===== src/rtl/stick_deadzone_smoothing_buttons_core_defines.svh =====
// assertion macros for the stick deadzone and smoothing core
// no dependencies; empty bodies when SYNTHESIS is defined
`ifndef STICK_DEADZONE_SMOOTHING_BUTTONS_CORE_DEFINES_SVH
`define STICK_DEADZONE_SMOOTHING_BUTTONS_CORE_DEFINES_SVH
`ifndef SYNTHESIS
`define SDSB_ASSERT_ALWAYS(name, clk, rst_n, cond) \
	name: assert property (@(posedge clk) disable iff (!rst_n) (cond)) \
		else $error("sdsb: invariant violated");
`define SDSB_ASSERT_NEXT(name, clk, rst_n, ante, cons) \
	name: assert property (@(posedge clk) disable iff (!rst_n) (ante) |=> (cons)) \
		else $error("sdsb: sequence violated");
`define SDSB_ASSERT_IMPLY(name, clk, rst_n, ante, cons) \
	name: assert property (@(posedge clk) disable iff (!rst_n) (ante) |-> (cons)) \
		else $error("sdsb: implication violated");
`else
`define SDSB_ASSERT_ALWAYS(name, clk, rst_n, cond)
`define SDSB_ASSERT_NEXT(name, clk, rst_n, ante, cons)
`define SDSB_ASSERT_IMPLY(name, clk, rst_n, ante, cons)
`endif
`endif


===== src/rtl/sdsb_pkg.sv =====
// shared types and constants for the stick deadzone and smoothing core
// no dependencies
package sdsb_pkg;

	localparam int FRAC_BITS = 14;
	localparam int ONE       = 1 << FRAC_BITS;

	localparam int AXIS_W    = 16;
	localparam int DZ_W      = 14;
	localparam int ALPHA_W   = 15;
	localparam int CFG_W     = 15;
	localparam int CFG_IDX_W = 2;
	localparam int OP_W      = 16;
	localparam int PROD_W    = 2 * OP_W;
	localparam int ROOT_W    = PROD_W / 2;
	localparam int QUO_W     = FRAC_BITS + 1;
	localparam int ACCEL_W   = 15;
	localparam int TRICK_W   = 3;

	localparam logic [DZ_W-1:0]    DZ_RESET    = 14'd2458;
	localparam logic [ALPHA_W-1:0] ALPHA_RESET = 15'd5734;

	localparam logic [CFG_IDX_W-1:0] REG_DEAD_ZONE    = 2'd0;
	localparam logic [CFG_IDX_W-1:0] REG_SMOOTH_ALPHA = 2'd1;

	localparam logic [TRICK_W-1:0] TRICK_NONE  = 3'd0;
	localparam logic [TRICK_W-1:0] TRICK_UP    = 3'd1;
	localparam logic [TRICK_W-1:0] TRICK_DOWN  = 3'd2;
	localparam logic [TRICK_W-1:0] TRICK_LEFT  = 3'd3;
	localparam logic [TRICK_W-1:0] TRICK_RIGHT = 3'd4;

	typedef struct packed {
		logic signed [AXIS_W-1:0] stick_x;
		logic signed [AXIS_W-1:0] stick_y;
		logic button_a;
		logic button_b;
		logic button_r;
		logic button_l;
		logic pad_up;
		logic pad_down;
		logic pad_left;
		logic pad_right;
	} poll_t;

	typedef struct packed {
		logic signed [AXIS_W-1:0] steer_out;
		logic [ACCEL_W-1:0]       accel_out;
		logic signed [AXIS_W-1:0] filtered_x;
		logic signed [AXIS_W-1:0] filtered_y;
		logic brake_on;
		logic drift_on;
		logic item_pulse;
		logic [TRICK_W-1:0] trick_dir;
		logic trigger_left;
		logic trigger_right;
	} ctl_t;

	typedef struct packed {
		logic busy;
		logic done;
	} unit_sts_t;

	typedef enum logic [3:0] {
		ST_IDLE,
		ST_SQ_GO,
		ST_SQ_RUN,
		ST_RT_GO,
		ST_RT_RUN,
		ST_PR_GO,
		ST_PR_RUN,
		ST_DV_GO,
		ST_DV_RUN,
		ST_FILTER,
		ST_SM_GO,
		ST_SM_RUN,
		ST_FINISH
	} state_t;

endpackage


===== src/rtl/sdsb_mul.sv =====
// bit-serial shift-add multiplier, one multiplier bit per cycle
// depends on sdsb_pkg
module sdsb_mul (
	input  logic                          clk,
	input  logic                          arst_n,
	input  logic                          start,
	input  logic [sdsb_pkg::OP_W-1:0]     a,
	input  logic [sdsb_pkg::OP_W-1:0]     b,
	output logic [sdsb_pkg::PROD_W-1:0]   p,
	output sdsb_pkg::unit_sts_t           sts
);
	localparam int STEPS = sdsb_pkg::OP_W;
	localparam int CW    = $clog2(STEPS);
	localparam int OW    = sdsb_pkg::OP_W;
	localparam int PW    = sdsb_pkg::PROD_W;

	logic [OW-1:0] a_q;
	logic [PW-1:0] p_q;
	logic [CW-1:0] cnt_q;
	logic          busy_q;
	logic          done_q;
	logic [OW:0]   psum;

	assign psum = {1'b0, p_q[PW-1:OW]} + (p_q[0] ? {1'b0, a_q} : {(OW+1){1'b0}});

	always_ff @(posedge clk or negedge arst_n) begin
		if (!arst_n) begin
			busy_q <= 1'b0;
			done_q <= 1'b0;
			cnt_q  <= '0;
		end else if (start) begin
			busy_q <= 1'b1;
			done_q <= 1'b0;
			cnt_q  <= '0;
		end else if (busy_q) begin
			cnt_q <= cnt_q + CW'(1);
			if (cnt_q == CW'(STEPS - 1)) begin
				busy_q <= 1'b0;
				done_q <= 1'b1;
			end
		end else begin
			done_q <= 1'b0;
		end
	end

	always_ff @(posedge clk) begin
		if (start) begin
			a_q <= a;
			p_q <= {{(PW-OW){1'b0}}, b};
		end else if (busy_q) begin
			p_q <= {psum, p_q[OW-1:1]};
		end
	end

	assign p        = p_q;
	assign sts.busy = busy_q;
	assign sts.done = done_q;
endmodule


===== src/rtl/sdsb_isqrt.sv =====
// digit-serial integer square root, two radicand bits per cycle
// depends on sdsb_pkg
module sdsb_isqrt (
	input  logic                          clk,
	input  logic                          arst_n,
	input  logic                          start,
	input  logic [sdsb_pkg::PROD_W-1:0]   v,
	output logic [sdsb_pkg::ROOT_W-1:0]   root,
	output sdsb_pkg::unit_sts_t           sts
);
	localparam int RW    = sdsb_pkg::ROOT_W;
	localparam int VW    = sdsb_pkg::PROD_W;
	localparam int STEPS = RW;
	localparam int CW    = $clog2(STEPS);

	logic [VW-1:0] v_q;
	logic [RW+1:0] rem_q;
	logic [RW-1:0] root_q;
	logic [CW-1:0] cnt_q;
	logic          busy_q;
	logic          done_q;
	logic [RW+3:0] cur;
	logic [RW+3:0] trial;
	logic [RW+3:0] diffv;
	logic          ge;

	assign cur   = {rem_q, v_q[VW-1 -: 2]};
	assign trial = {2'b00, root_q, 2'b01};
	assign ge    = (cur >= trial);
	assign diffv = cur - trial;

	always_ff @(posedge clk or negedge arst_n) begin
		if (!arst_n) begin
			busy_q <= 1'b0;
			done_q <= 1'b0;
			cnt_q  <= '0;
		end else if (start) begin
			busy_q <= 1'b1;
			done_q <= 1'b0;
			cnt_q  <= '0;
		end else if (busy_q) begin
			cnt_q <= cnt_q + CW'(1);
			if (cnt_q == CW'(STEPS - 1)) begin
				busy_q <= 1'b0;
				done_q <= 1'b1;
			end
		end else begin
			done_q <= 1'b0;
		end
	end

	always_ff @(posedge clk) begin
		if (start) begin
			v_q    <= v;
			rem_q  <= '0;
			root_q <= '0;
		end else if (busy_q) begin
			v_q    <= {v_q[VW-3:0], 2'b00};
			rem_q  <= ge ? diffv[RW+1:0] : cur[RW+1:0];
			root_q <= {root_q[RW-2:0], ge};
		end
	end

	assign root     = root_q;
	assign sts.busy = busy_q;
	assign sts.done = done_q;
endmodule


===== src/rtl/sdsb_div.sv =====
// restoring divider giving floor(n * ONE / d) one quotient bit per cycle
// saturates to ONE; depends on sdsb_pkg
module sdsb_div (
	input  logic                          clk,
	input  logic                          arst_n,
	input  logic                          start,
	input  logic [sdsb_pkg::PROD_W-1:0]   n,
	input  logic [sdsb_pkg::PROD_W-1:0]   d,
	output logic [sdsb_pkg::QUO_W-1:0]    q,
	output sdsb_pkg::unit_sts_t           sts
);
	localparam int PW    = sdsb_pkg::PROD_W;
	localparam int QW    = sdsb_pkg::QUO_W;
	localparam int STEPS = QW;
	localparam int CW    = $clog2(STEPS);
	localparam logic [QW-1:0] Q_ONE = QW'(sdsb_pkg::ONE);

	logic [PW-1:0] r_q;
	logic [PW-1:0] d_q;
	logic [QW-1:0] q_q;
	logic          ovf_q;
	logic [CW-1:0] cnt_q;
	logic          busy_q;
	logic          done_q;
	logic          ge;
	logic [PW-1:0] rs;

	assign ge = (r_q >= d_q);
	assign rs = ge ? (r_q - d_q) : r_q;

	always_ff @(posedge clk or negedge arst_n) begin
		if (!arst_n) begin
			busy_q <= 1'b0;
			done_q <= 1'b0;
			cnt_q  <= '0;
		end else if (start) begin
			busy_q <= 1'b1;
			done_q <= 1'b0;
			cnt_q  <= '0;
		end else if (busy_q) begin
			cnt_q <= cnt_q + CW'(1);
			if (cnt_q == CW'(STEPS - 1)) begin
				busy_q <= 1'b0;
				done_q <= 1'b1;
			end
		end else begin
			done_q <= 1'b0;
		end
	end

	// quotient of two or more before scaling cannot fit
	always_ff @(posedge clk) begin
		if (start) begin
			r_q   <= n;
			d_q   <= d;
			q_q   <= '0;
			ovf_q <= ({1'b0, n} >= {d, 1'b0});
		end else if (busy_q) begin
			r_q <= {rs[PW-2:0], 1'b0};
			q_q <= {q_q[QW-2:0], ge};
		end
	end

	assign q        = (ovf_q || (q_q > Q_ONE)) ? Q_ONE : q_q;
	assign sts.busy = busy_q;
	assign sts.done = done_q;
endmodule


===== src/rtl/stick_deadzone_smoothing_buttons_core.sv =====
// Stick deadzone, rescale, steering smoothing and button decode.
// Takes one poll request, sequences five bit-serial passes through shared
// shift-add multipliers, a square-root unit and two dividers, and returns
// one result. A new request is accepted only in the idle state, after the
// result of the previous one has been loaded. The five passes run 15 or 16
// steps each (squares, root, scale products, division, smoothing product).
// The result sits in an output register, so a stalled result does not hold
// the computation of the following request. Configuration writes are taken
// at any edge and should be made while the block is idle.
// depends on sdsb_pkg, sdsb_mul, sdsb_isqrt, sdsb_div
`include "stick_deadzone_smoothing_buttons_core_defines.svh"
module stick_deadzone_smoothing_buttons_core (
	input  logic                            clk,
	input  logic                            arst_n,
	input  logic                            poll_valid,
	output logic                            poll_stall,
	input  sdsb_pkg::poll_t                 poll_data,
	output logic                            ctl_valid,
	input  logic                            ctl_stall,
	output sdsb_pkg::ctl_t                  ctl_data,
	input  logic                            cfg_wr_en,
	input  logic [sdsb_pkg::CFG_IDX_W-1:0]  cfg_index,
	input  logic [sdsb_pkg::CFG_W-1:0]      cfg_data
);
	localparam int AW     = sdsb_pkg::AXIS_W;
	localparam int OW     = sdsb_pkg::OP_W;
	localparam int PW     = sdsb_pkg::PROD_W;
	localparam int RW     = sdsb_pkg::ROOT_W;
	localparam int QW     = sdsb_pkg::QUO_W;
	localparam int DW     = sdsb_pkg::DZ_W;
	localparam int FB     = sdsb_pkg::FRAC_BITS;
	localparam int STEP_W = PW + 1 - FB;
	localparam int SUM_W  = STEP_W + 2;
	localparam logic signed [AW-1:0]    AX_ONE   = AW'(sdsb_pkg::ONE);
	localparam logic signed [AW-1:0]    AX_MONE  = -AX_ONE;
	localparam logic signed [SUM_W-1:0] SUM_ONE  = SUM_W'(sdsb_pkg::ONE);
	localparam logic signed [SUM_W-1:0] SUM_MONE = -SUM_ONE;
	localparam logic [PW:0]             HALF     = (PW+1)'(1 << (FB - 1));
	localparam logic [QW-1:0]           Q_ONE    = QW'(sdsb_pkg::ONE);

	sdsb_pkg::state_t state_q, state_d;

	logic [DW-1:0]                   dz_q;
	logic [sdsb_pkg::ALPHA_W-1:0]    alpha_q;
	logic signed [AW-1:0]            last_steer_q;
	logic                            last_a_q;
	logic                            res_valid_q;
	sdsb_pkg::ctl_t                  res_q;

	logic [AW-1:0]                   x_q, y_q;
	logic                            bb_q, br_q, bl_q, pulse_q;
	logic [sdsb_pkg::TRICK_W-1:0]    trick_q, trick_d;
	logic signed [AW-1:0]            fx_q, fy_q;
	logic                            diff_neg_q;

	logic accept, out_free, res_load;
	logic mul_a_start, mul_b_start, mul_c_start, sqrt_start, div_start;
	logic [OW-1:0] mul_a_a, mul_a_b, mul_b_a, mul_b_b, mul_c_a, mul_c_b;
	logic [PW-1:0] prod_a, prod_b, prod_c;
	logic [RW-1:0] root;
	logic [QW-1:0] q_x, q_y;
	sdsb_pkg::unit_sts_t sts_a, sts_b, sts_c, sts_r, sts_dx, sts_dy;

	logic [AW-1:0]        ax, ay;
	logic                 mag_gt;
	logic [RW-1:0]        span;
	logic [QW-1:0]        one_minus_dz;
	logic [AW-1:0]        fx_d, fy_d;
	logic [AW:0]          diff, adiff;
	logic [PW:0]          rnd;
	logic [STEP_W-1:0]    step_mag;
	logic signed [SUM_W-1:0] last_ext, step_ext, steer_sum;
	logic signed [AW-1:0] steer_sat;
	logic [AW-1:0]        fy_neg;
	logic [sdsb_pkg::ACCEL_W-1:0] accel;

	function automatic logic [AW-1:0] signed_axis(input logic [QW-1:0] mag, input logic neg);
		logic [AW-1:0] m;
		m = {{(AW-QW){1'b0}}, mag};
		return neg ? (~m + AW'(1)) : m;
	endfunction

	assign accept     = poll_valid && (state_q == sdsb_pkg::ST_IDLE);
	assign poll_stall = (state_q != sdsb_pkg::ST_IDLE);
	assign out_free   = !res_valid_q || !ctl_stall;

	// operand preparation
	assign ax           = x_q[AW-1] ? (~x_q + AW'(1)) : x_q;
	assign ay           = y_q[AW-1] ? (~y_q + AW'(1)) : y_q;
	assign mag_gt       = root > {{(RW-DW){1'b0}}, dz_q};
	assign span         = mag_gt ? (root - {{(RW-DW){1'b0}}, dz_q}) : '0;
	assign one_minus_dz = Q_ONE - {{(QW-DW){1'b0}}, dz_q};
	assign fx_d         = mag_gt ? signed_axis(q_x, x_q[AW-1]) : '0;
	assign fy_d         = mag_gt ? signed_axis(q_y, y_q[AW-1]) : '0;
	assign diff         = {fx_q[AW-1], fx_q} - {last_steer_q[AW-1], last_steer_q};
	assign adiff        = diff[AW] ? (~diff + (AW+1)'(1)) : diff;

	// smoothing step, rounded half away from zero, then saturated
	assign rnd       = {1'b0, prod_a} + HALF;
	assign step_mag  = rnd[PW:FB];
	assign last_ext  = SUM_W'(last_steer_q);
	assign step_ext  = {2'b00, step_mag};
	assign steer_sum = diff_neg_q ? (last_ext - step_ext) : (last_ext + step_ext);
	always_comb begin
		if (steer_sum > SUM_ONE) begin
			steer_sat = AX_ONE;
		end else if (steer_sum < SUM_MONE) begin
			steer_sat = AX_MONE;
		end else begin
			steer_sat = steer_sum[AW-1:0];
		end
	end

	assign fy_neg = ~fy_q + AW'(1);
	assign accel  = fy_q[AW-1] ? fy_neg[sdsb_pkg::ACCEL_W-1:0] : '0;

	always_comb begin
		if (poll_data.pad_up) begin
			trick_d = sdsb_pkg::TRICK_UP;
		end else if (poll_data.pad_down) begin
			trick_d = sdsb_pkg::TRICK_DOWN;
		end else if (poll_data.pad_left) begin
			trick_d = sdsb_pkg::TRICK_LEFT;
		end else if (poll_data.pad_right) begin
			trick_d = sdsb_pkg::TRICK_RIGHT;
		end else begin
			trick_d = sdsb_pkg::TRICK_NONE;
		end
	end

	// next state
	always_comb begin
		state_d = state_q;
		unique case (state_q)
			sdsb_pkg::ST_IDLE:   if (poll_valid) state_d = sdsb_pkg::ST_SQ_GO;
			sdsb_pkg::ST_SQ_GO:  state_d = sdsb_pkg::ST_SQ_RUN;
			sdsb_pkg::ST_SQ_RUN: if (sts_a.done) state_d = sdsb_pkg::ST_RT_GO;
			sdsb_pkg::ST_RT_GO:  state_d = sdsb_pkg::ST_RT_RUN;
			sdsb_pkg::ST_RT_RUN: if (sts_r.done) state_d = sdsb_pkg::ST_PR_GO;
			sdsb_pkg::ST_PR_GO:  state_d = sdsb_pkg::ST_PR_RUN;
			sdsb_pkg::ST_PR_RUN: if (sts_a.done) state_d = sdsb_pkg::ST_DV_GO;
			sdsb_pkg::ST_DV_GO:  state_d = sdsb_pkg::ST_DV_RUN;
			sdsb_pkg::ST_DV_RUN: if (sts_dx.done) state_d = sdsb_pkg::ST_FILTER;
			sdsb_pkg::ST_FILTER: state_d = sdsb_pkg::ST_SM_GO;
			sdsb_pkg::ST_SM_GO:  state_d = sdsb_pkg::ST_SM_RUN;
			sdsb_pkg::ST_SM_RUN: if (sts_a.done) state_d = sdsb_pkg::ST_FINISH;
			sdsb_pkg::ST_FINISH: if (out_free) state_d = sdsb_pkg::ST_IDLE;
			default:             state_d = sdsb_pkg::ST_IDLE;
		endcase
	end

	// unit starts and operand select
	always_comb begin
		mul_a_start = 1'b0;
		mul_b_start = 1'b0;
		mul_c_start = 1'b0;
		sqrt_start  = 1'b0;
		div_start   = 1'b0;
		res_load    = 1'b0;
		mul_a_a     = '0;
		mul_a_b     = '0;
		mul_b_a     = '0;
		mul_b_b     = '0;
		mul_c_a     = '0;
		mul_c_b     = '0;
		unique case (state_q)
			sdsb_pkg::ST_SQ_GO: begin
				mul_a_start = 1'b1;
				mul_b_start = 1'b1;
				mul_a_a     = ax;
				mul_a_b     = ax;
				mul_b_a     = ay;
				mul_b_b     = ay;
			end
			sdsb_pkg::ST_RT_GO: begin
				sqrt_start = 1'b1;
			end
			sdsb_pkg::ST_PR_GO: begin
				mul_a_start = 1'b1;
				mul_b_start = 1'b1;
				mul_c_start = 1'b1;
				mul_a_a     = ax;
				mul_a_b     = span;
				mul_b_a     = ay;
				mul_b_b     = span;
				mul_c_a     = {{(OW-QW){1'b0}}, one_minus_dz};
				mul_c_b     = root;
			end
			sdsb_pkg::ST_DV_GO: begin
				div_start = 1'b1;
			end
			sdsb_pkg::ST_SM_GO: begin
				mul_a_start = 1'b1;
				mul_a_a     = {{(OW-sdsb_pkg::ALPHA_W){1'b0}}, alpha_q};
				mul_a_b     = adiff[OW-1:0];
			end
			sdsb_pkg::ST_FINISH: begin
				res_load = out_free;
			end
			default: begin
			end
		endcase
	end

	sdsb_mul u_mul_a (
		.clk(clk), .arst_n(arst_n), .start(mul_a_start),
		.a(mul_a_a), .b(mul_a_b), .p(prod_a), .sts(sts_a)
	);

	sdsb_mul u_mul_b (
		.clk(clk), .arst_n(arst_n), .start(mul_b_start),
		.a(mul_b_a), .b(mul_b_b), .p(prod_b), .sts(sts_b)
	);

	sdsb_mul u_mul_c (
		.clk(clk), .arst_n(arst_n), .start(mul_c_start),
		.a(mul_c_a), .b(mul_c_b), .p(prod_c), .sts(sts_c)
	);

	sdsb_isqrt u_isqrt (
		.clk(clk), .arst_n(arst_n), .start(sqrt_start),
		.v(prod_a + prod_b), .root(root), .sts(sts_r)
	);

	sdsb_div u_div_x (
		.clk(clk), .arst_n(arst_n), .start(div_start),
		.n(prod_a), .d(prod_c), .q(q_x), .sts(sts_dx)
	);

	sdsb_div u_div_y (
		.clk(clk), .arst_n(arst_n), .start(div_start),
		.n(prod_b), .d(prod_c), .q(q_y), .sts(sts_dy)
	);

	always_ff @(posedge clk or negedge arst_n) begin
		if (!arst_n) begin
			state_q      <= sdsb_pkg::ST_IDLE;
			dz_q         <= sdsb_pkg::DZ_RESET;
			alpha_q      <= sdsb_pkg::ALPHA_RESET;
			last_steer_q <= '0;
			last_a_q     <= 1'b0;
			res_valid_q  <= 1'b0;
		end else begin
			state_q <= state_d;
			if (cfg_wr_en) begin
				unique case (cfg_index)
					sdsb_pkg::REG_DEAD_ZONE:    dz_q    <= cfg_data[DW-1:0];
					sdsb_pkg::REG_SMOOTH_ALPHA: alpha_q <= cfg_data;
					default: begin
					end
				endcase
			end
			if (accept) begin
				last_a_q <= poll_data.button_a;
			end
			if (res_load) begin
				last_steer_q <= steer_sat;
				res_valid_q  <= 1'b1;
			end else if (ctl_valid && !ctl_stall) begin
				res_valid_q <= 1'b0;
			end
		end
	end

	always_ff @(posedge clk) begin
		if (accept) begin
			x_q     <= poll_data.stick_x;
			y_q     <= poll_data.stick_y;
			bb_q    <= poll_data.button_b;
			br_q    <= poll_data.button_r;
			bl_q    <= poll_data.button_l;
			pulse_q <= poll_data.button_a && !last_a_q;
			trick_q <= trick_d;
		end
		if (state_q == sdsb_pkg::ST_FILTER) begin
			fx_q <= fx_d;
			fy_q <= fy_d;
		end
		if (state_q == sdsb_pkg::ST_SM_GO) begin
			diff_neg_q <= diff[AW];
		end
		if (res_load) begin
			res_q.steer_out     <= steer_sat;
			res_q.accel_out     <= accel;
			res_q.filtered_x    <= fx_q;
			res_q.filtered_y    <= fy_q;
			res_q.brake_on      <= bb_q;
			res_q.drift_on      <= br_q;
			res_q.item_pulse    <= pulse_q;
			res_q.trick_dir     <= trick_q;
			res_q.trigger_left  <= bl_q;
			res_q.trigger_right <= br_q;
		end
	end

	assign ctl_valid = res_valid_q;
	assign ctl_data  = res_q;

	`SDSB_ASSERT_NEXT(a_accept_starts, clk, arst_n, poll_valid && !poll_stall, state_q == sdsb_pkg::ST_SQ_GO)
	`SDSB_ASSERT_ALWAYS(a_mul_lockstep, clk, arst_n, sts_a.done == sts_b.done || state_q == sdsb_pkg::ST_SM_RUN || state_q == sdsb_pkg::ST_FINISH)
	`SDSB_ASSERT_ALWAYS(a_div_start_idle, clk, arst_n, !(div_start && (sts_dx.busy || sts_dy.busy)))
	`SDSB_ASSERT_IMPLY(a_result_range, clk, arst_n, ctl_valid, ctl_data.steer_out <= AX_ONE && ctl_data.steer_out >= AX_MONE && (ctl_data.accel_out == '0 || ctl_data.filtered_y < 0))
endmodule

===== config.mk =====
export PLATFORM = sky130hd
export DESIGN_NAME = stick_deadzone_smoothing_buttons_core
export DESIGN_NICKNAME = d
export VERILOG_FILES = /design/src/rtl/sdsb_pkg.sv /design/src/rtl/sdsb_mul.sv /design/src/rtl/sdsb_isqrt.sv /design/src/rtl/sdsb_div.sv /design/src/rtl/stick_deadzone_smoothing_buttons_core.sv
export VERILOG_INCLUDE_DIRS = /design/src /design/src/rtl
export SDC_FILE = /design/constraint.sdc
export NUM_CORES = 2
export LEC_CHECK = 0
export ABC_AREA = 1
export BUFFER_PORTS_ARGS = -buffer_cell sky130_fd_sc_hd__buf_2
export CELL_PAD_IN_SITES_DETAIL_PLACEMENT = 0
export CELL_PAD_IN_SITES_GLOBAL_PLACEMENT = 1
export CORE_MARGIN = 4
export CORE_UTILIZATION = 49
export CTS_BUF_LIST = sky130_fd_sc_hd__clkbuf_2
export CTS_CLUSTER_DIAMETER = 120
export DETAILED_ROUTE_END_ITERATION = 8
export HOLD_SLACK_MARGIN = 0.12
export PLACE_DENSITY_LB_ADDON = 0.3
export SETUP_SLACK_MARGIN = 0.02
export SYNTH_ARGS = -nofsm -noshare
export SYNTH_HDL_FRONTEND = slang
export SYNTH_SLANG_ARGS = --single-unit

===== constraint.sdc =====
create_clock -name clk -period 5.18 [get_ports clk]
set_input_delay 0.518 -clock clk [delete_from_list [all_inputs] [get_ports clk]]
set_output_delay 0.518 -clock clk [all_outputs]
set_load 0.01 [all_outputs]

Word level (Yosys, flattened, before mapping)
Index checks and enable logic that the tools add are counted.
{"block": "classes", "shift": 0, "order_cmp": 10, "bitwise_logic": 6, "mul": 0, "mux": 91, "div": 0, "reduce_logical": 27, "n_eq_ne": 29, "n_addsub": 25}
{"operator": "2-to-1 mux 16 bit", "count": 16}
{"operator": "2-to-1 mux 32 bit", "count": 6}
{"operator": "adder 16 x 1 -> 16 bit (second input constant)", "count": 5}
{"operator": "2-to-1 mux 4 bit", "count": 19}
{"operator": ">= comparator 32 x 33 -> 1 bit", "count": 2}
{"operator": ">= comparator 32 bit", "count": 2}
{"operator": "case mux 16 bit (2 select lines)", "count": 2}
{"operator": "2-to-1 mux 31 bit", "count": 2}
{"operator": "subtractor 31 bit", "count": 2}
{"operator": "2-to-1 mux 15 bit", "count": 4}
{"operator": "case mux 4 bit (13 select lines)", "count": 1}
{"operator": "adder 16 x 16 -> 17 bit", "count": 3}
{"operator": "NOT 16 bit", "count": 3}
{"operator": "case mux 16 bit (3 select lines)", "count": 1}
{"operator": "== test 4 bit (second input constant)", "count": 11}
{"operator": "2-to-1 mux 1 bit", "count": 35}
{"operator": "adder 32 x 14 -> 33 bit (second input constant)", "count": 1}
{"operator": "adder 32 bit", "count": 1}
{"operator": "NOT 15 -> 16 bit", "count": 2}
{"operator": "> comparator 15 bit (second input constant)", "count": 2}
{"operator": "adder 4 x 1 -> 4 bit (second input constant)", "count": 6}
{"operator": "adder 16 x 20 -> 21 bit", "count": 1}
{"operator": "> comparator 21 x 16 -> 1 bit (second input constant)", "count": 1}
{"operator": "less-than comparator 21 x 15 -> 1 bit (second input constant)", "count": 1}
{"operator": "31 further kinds", "count": 59}
{"block": "totals", "romBits": 0, "reg_bits": 564, "in_bits": 62, "memories": 0, "ramBits": 0, "latch_bits": 0, "output_inout_bits": 73}

Logic depth before layout (Yosys ltp)
{"block": "depth", "ltp_word": 6, "ltp_mapped": 29, "depth_no_buf": 27}

Cells and area by module
Synthesis repeated with hierarchy kept, for this count alone.
{"block": "unflattened", "cells_unflattened": 5874, "area_unflattened_um2": 42605.9}
{"module": "stick_deadzone_smoothing_buttons_core", "cells_per_inst": 2046, "area_each_um2": 15084.5, "n_inst": 1, "seq_area_each_um2": 5556.6}
{"module": "sdsb_mul", "cells_per_inst": 393, "area_each_um2": 3012.9, "n_inst": 3, "seq_area_each_um2": 1431.4}
{"module": "sdsb_div (u_div_x)", "cells_per_inst": 1040, "area_each_um2": 7123.1, "n_inst": 1, "seq_area_each_um2": 2402.3}
{"module": "sdsb_div (u_div_y)", "cells_per_inst": 1042, "area_each_um2": 7121.8, "n_inst": 1, "seq_area_each_um2": 2402.3}
{"module": "sdsb_isqrt", "cells_per_inst": 567, "area_each_um2": 4237.8, "n_inst": 1, "seq_area_each_um2": 1791.7}

Worst setup path after synthesis
Ideal clock, no wire load.
{"block": "synth_path", "path_kind": "flip-flop to flip-flop", "from": "register u_mul_a.p_q[14] (netlist: u_mul_a.p[14])", "to": "register res_q (netlist bit ctl_data[59]) (data pin)", "path_slack_ns": 1.288, "setup_ns": 0.254, "path_buffers": 3, "stages_incl_launch_ff": 29, "t_arrival_ns": 3.639, "synth_period_minus_slack_ns": 3.892, "path_cell_list": "edfxtp_1 > ha_1 > buf_2 > nand2_2 > nor2_4 > nand2_1 > nand2_1 > inv_1 > nor2_1 > nand4_1 > nor2_1 > nand4_1 > inv_1 > nand2_1 > nand2_1 > xor2_1 > ha_1 > clkbuf_1 > a21oi_1 > o21ai_0 > a21oi_1 > nand3_1 > a21oi_1 > nand3_2 > nand2_4 > nand2_8 > inv_6 > buf_12 > nor2_4"}
{"block": "synth_between", "elab_chain_cells": 6, "word_cells_on_any_way": 8}
{"item": "from (decl)", "line_no": "sdsb_mul.sv:18", "text": "logic [PW-1:0] p_q;"}
{"item": "from (signal assigned)", "line_no": "sdsb_mul.sv:49", "text": "p_q <= {{(PW-OW){1'b0}}, b};"}
{"item": "from (signal assigned)", "line_no": "sdsb_mul.sv:51", "text": "p_q <= {psum, p_q[OW-1:1]};"}
{"item": "adder 32 x 14 -> 33 bit *", "line_no": "stick_deadzone_smoothing_buttons_core.sv:99", "text": "assign rnd = {1'b0, prod_a} + HALF;"}
{"item": "adder 16 x 20 -> 21 bit / subtractor 16 x 20 -> 21 bit (equally long branches)", "line_no": "stick_deadzone_smoothing_buttons_core.sv:103", "text": "assign steer_sum = diff_neg_q ? (last_ext - step_ext) : (last_ext + step_ext);"}
{"item": "2-to-1 mux 21 bit *", "line_no": "stick_deadzone_smoothing_buttons_core.sv:103"}
{"item": "less-than comparator 21 x 15 -> 1 bit", "line_no": "stick_deadzone_smoothing_buttons_core.sv:107", "text": "end else if (steer_sum < SUM_MONE) begin"}
{"item": "2-to-1 mux 16 bit", "line_no": "stick_deadzone_smoothing_buttons_core.sv:107"}
{"item": "2-to-1 mux 16 bit *", "line_no": "stick_deadzone_smoothing_buttons_core.sv:105", "text": "if (steer_sum > SUM_ONE) begin"}
{"item": "named net steer_sat[4]", "line_no": "stick_deadzone_smoothing_buttons_core.sv:73", "text": "logic signed [AW-1:0] steer_sat;"}
{"item": "to (decl)", "line_no": "stick_deadzone_smoothing_buttons_core.sv:48", "text": "sdsb_pkg::ctl_t res_q;"}
The timed path passes the listed nets; every way through them passes the cells marked *.
A chain may end at the register's enable or synchronous reset.

Worst setup path after layout
{"block": "layout_path", "from": "register u_mul_a.p_q[14] (netlist: u_mul_a.p[14])", "to": "register res_q (netlist bit ctl_data[65]) (data pin)"}
The elaborated chain is that of the path after synthesis.

==> key figures <==
Worst setup path
  • Kind of critical path: reg2reg
  • CP max FO: 28
  • Slowest stage cell, crit path: ha_1
  • WP data required: 6420 ps
  • Worst Path Arrival: 5830 ps
  • Cell family with most CP delay: simple AND/OR/NAND/NOR gates
  • Setup crit end kind: flop
  • Buf/Inv on CP: 3
  • Most used cell along the critical path: nand4_1
  • Largest stage delay, worst path: 390 ps
  • Critical Path Start Type: flop
  • Flop2flop setup slack: 590 ps

Clock network
  • Max clock buf depth: 3
  • Root Buffer: clkbuf_2
  • CTS sink count: 563
  • Setup Buffers After CTS: 0
  • CTS tree: done
  • Reg clk slew, reported paths: 120 ps
  • Max H-tree Level: 4
  • Post_cts resized: 0
  • CTS Buf Count: 155
  • Hold buffers post-CTS: 129
  • Later-pin clock latency in the skew report: 1420 ps

Layout
  • Area growth syn-to-layout: 12.2%
  • Commonest cells after routing, fill and taps aside: 1064 x nand2_1, 675 x inv_1, 382 x nor2_1
  • Fin nets: 5433
  • Post-Layout Cell Count: 6183
  • Filler cells: 7309
  • Commonest non-fill, non-tap cell in the layout: nand2_1
  • Layout cells sized above 1: 9.85%

Yosys
  • Syn Area/Cell: 7.91 µm²
  • Yosys reg bits: 563
  • Main synth FF type: edfxtp_1
  • Yosys cell types: 68
  • Post-synth EDFFs: 367
  • Sequential fraction of the synthesis area: 41.1%
  • Post-synth ARST share: 14.9%
  • Mapped Nets: 5089
  • Warning count from the yosys run: 0
  • Mapped Cells: 4729
  • Cell area after synthesis: 37400 µm²

Power
  • Maximum VDD drop: 194 µV
  • Cell Pwr Density: 414 nW/µm²
  • Leak: 19.6 nW

Global route
  • GR Util met2: 47.4%
  • Met3 GRT Util: 5.28%
  • Layer with the highest usage: met2
  • Vias in the first global route: 32200
  • Largest net degree at the start of global routing: 122
  • Total gr overflow: 0
  • Number of antenna violations at the first check in global routing: 7
  • Met1 Track Usage GR: 39.8%
  • First-pass GRT wire length: 184 mm
  • GRT Overall Usage: 29.2%

Place
  • Placed insts: 5765
  • Gp weighted congestion: 0.979
  • Port Buf Inserts: 134
  • Post-DP HPWL: 92.5 mm

Floorplan
  • Chip Width: 284 µm
  • Core ar.: 75800 µm²
  • Chip height: 284 µm
  • I/O pin count: 135
  • Initial core utilization: 49.3%
  • Num rows: 101
  • Die Area: 80800 µm²

Timing
  • Slew Limit Fails: 0
  • Worst Skew: 142 ps
  • Fmax achieved: 218 MHz
  • Setup TNS Final: 0 ps
  • Worst Tran Pin Value: 1230 ps
  • Slew headroom: 18.0%
  • Final hold viol count: 0
  • Setup violations, final: 0
  • Tcrit/Tclk final: 88.6%
  • Tmin final: 4590 ps
  • RSZ-0062 raised after global routing: no
  • Hold WS: 353 ps

Detailed routing
  • Antenna Nets Post-Route: 0
  • Pre-antenna DRT Iters: 6
  • DRC viols: 0
  • Starting DRT DRC Count: 3076
  • WL/cell: 19.4 µm
  • Via/cell ratio: 5.48
  • Post-Route WL: 120 mm
  • DR vias: 33900

Outcome
  • Status: finished clean

Run
  • Max-cap violation count: 0

Worst hold path
  • HP Class: in2reg
-- registers in the layout, summed over array words and instances, names as in the netlist, 16 cells and up --
| register | cells |
|---|---|
| u_isqrt.rem_q | 18 |
| u_isqrt.v_q | 32 |
| u_isqrt.root | 16 |
| ctl_data | 70 |
| fx_q | 16 |
| u_div_y.d_q | 32 |
| u_mul_b.p | 32 |
| last_steer_q | 16 |
| u_mul_b.a_q | 16 |
| u_mul_a.a_q | 16 |
| x_q | 16 |
| u_mul_a.p | 32 |
| y_q | 16 |
| u_mul_c.p | 32 |
| u_div_y.r_q | 32 |
| u_div_x.r_q | 32 |
| fy_q | 16 |
-- power by group --
group,internal [mW],switching [mW]
combinational,2.71,4.86
sequential,5.53,0.812
clock,1.31,2.14
-- per-stage QoR --
stage	total power [mW]	setup slack [ps]	utilization [%]	area, µm²
after detailed placement	13.8	608	51.6	39100
after CTS	17.3	635	55.3	42000
after global placement	13.7	703	51.6	39100
after floorplan	11.5	1290	-	37400
after global routing	18.7	78.7	55.4	42000
final	17.4	592	55.4	42000
-- worst min-delay path: cells and delay by family --
kind | cells | cell delay [ps]
buf+inv | 3 | 1170
-- path summary, 6_finish.rpt --
path	end	start	depth (start not counted)
setup / recovery	ctl_data[65]$_DFFE_PP_	u_mul_a.p[14]$_DFFE_PP_	26
hold / removal	bl_q$_DFFE_PP_	poll_data[4]	3
setup reg to reg	ctl_data[65]$_DFFE_PP_	u_mul_a.p[14]$_DFFE_PP_	26
hold reg to reg	ctl_data[5]$_DFFE_PP_	pulse_q$_DFFE_PP_	0
max in group asynchronous	u_mul_a.cnt_q[0]$_DFFE_PN0P_	arst_n	5
min in group asynchronous	u_div_y.cnt_q[3]$_DFFE_PN0P_	arst_n	5
-- layer usage --
layer	vias to the layer above	wire length, µm
met3	214	9310
met2	1197	55200
met1	15700	51900
li1	16800	-
met4	0	3770
met5	-	0
-- Yosys cell counts, types with 13 or more instances --
cell type,count,area [µm²]
nand4_1,63,394
buf_2,16,80.1
nand3_1,203,1020
ha_1,289,3620
o21ai_0,372,1860
edfxtp_1,367,11000
a21oi_1,344,1720
or2_2,26,163
nor4_1,17,106
o21ai_1,29,145
nor2_1,391,1470
inv_1,676,2540
o21bai_1,20,150
nor2_4,18,203
a22oi_1,17,128
clkbuf_1,75,282
nand2_1,1065,4000
dfxtp_1,112,2240
xnor2_1,49,429
o22ai_1,53,332
a31oi_1,21,131
nand3b_1,14,105
nor3_1,79,395
dfstp_2,13,342
xor2_1,122,1070
dfrtp_1,71,1780
o21a_1,18,135
a21o_1,16,120
o211ai_1,35,263
-- kinds of logic after synthesis --
group	share of synthesized area [%]
and+or+nand+nor	21.8
DFF	41.1
buffers and inverters	8.14
xor gates and xnor gates	4.00
muxes	0.0301
AOI/OAI and AO/OA	14.8
adders and majority gates	10.1
-- cell type report --
class	instances	area, µm²	area share (%)
Antenna cell	6	15.0	0.0358
Clock buffer	223	1120	2.66
Clock inverter	60	409	0.975
Inverter	686	2580	6.15
Multi-Input combinational cell	3373	19000	45.3
Sequential cell	563	15400	36.6
Tap cell	978	1220	2.91
Timing Repair Buffer	294	2230	5.31
Note: power is estimated with default switching activity, not from simulation.
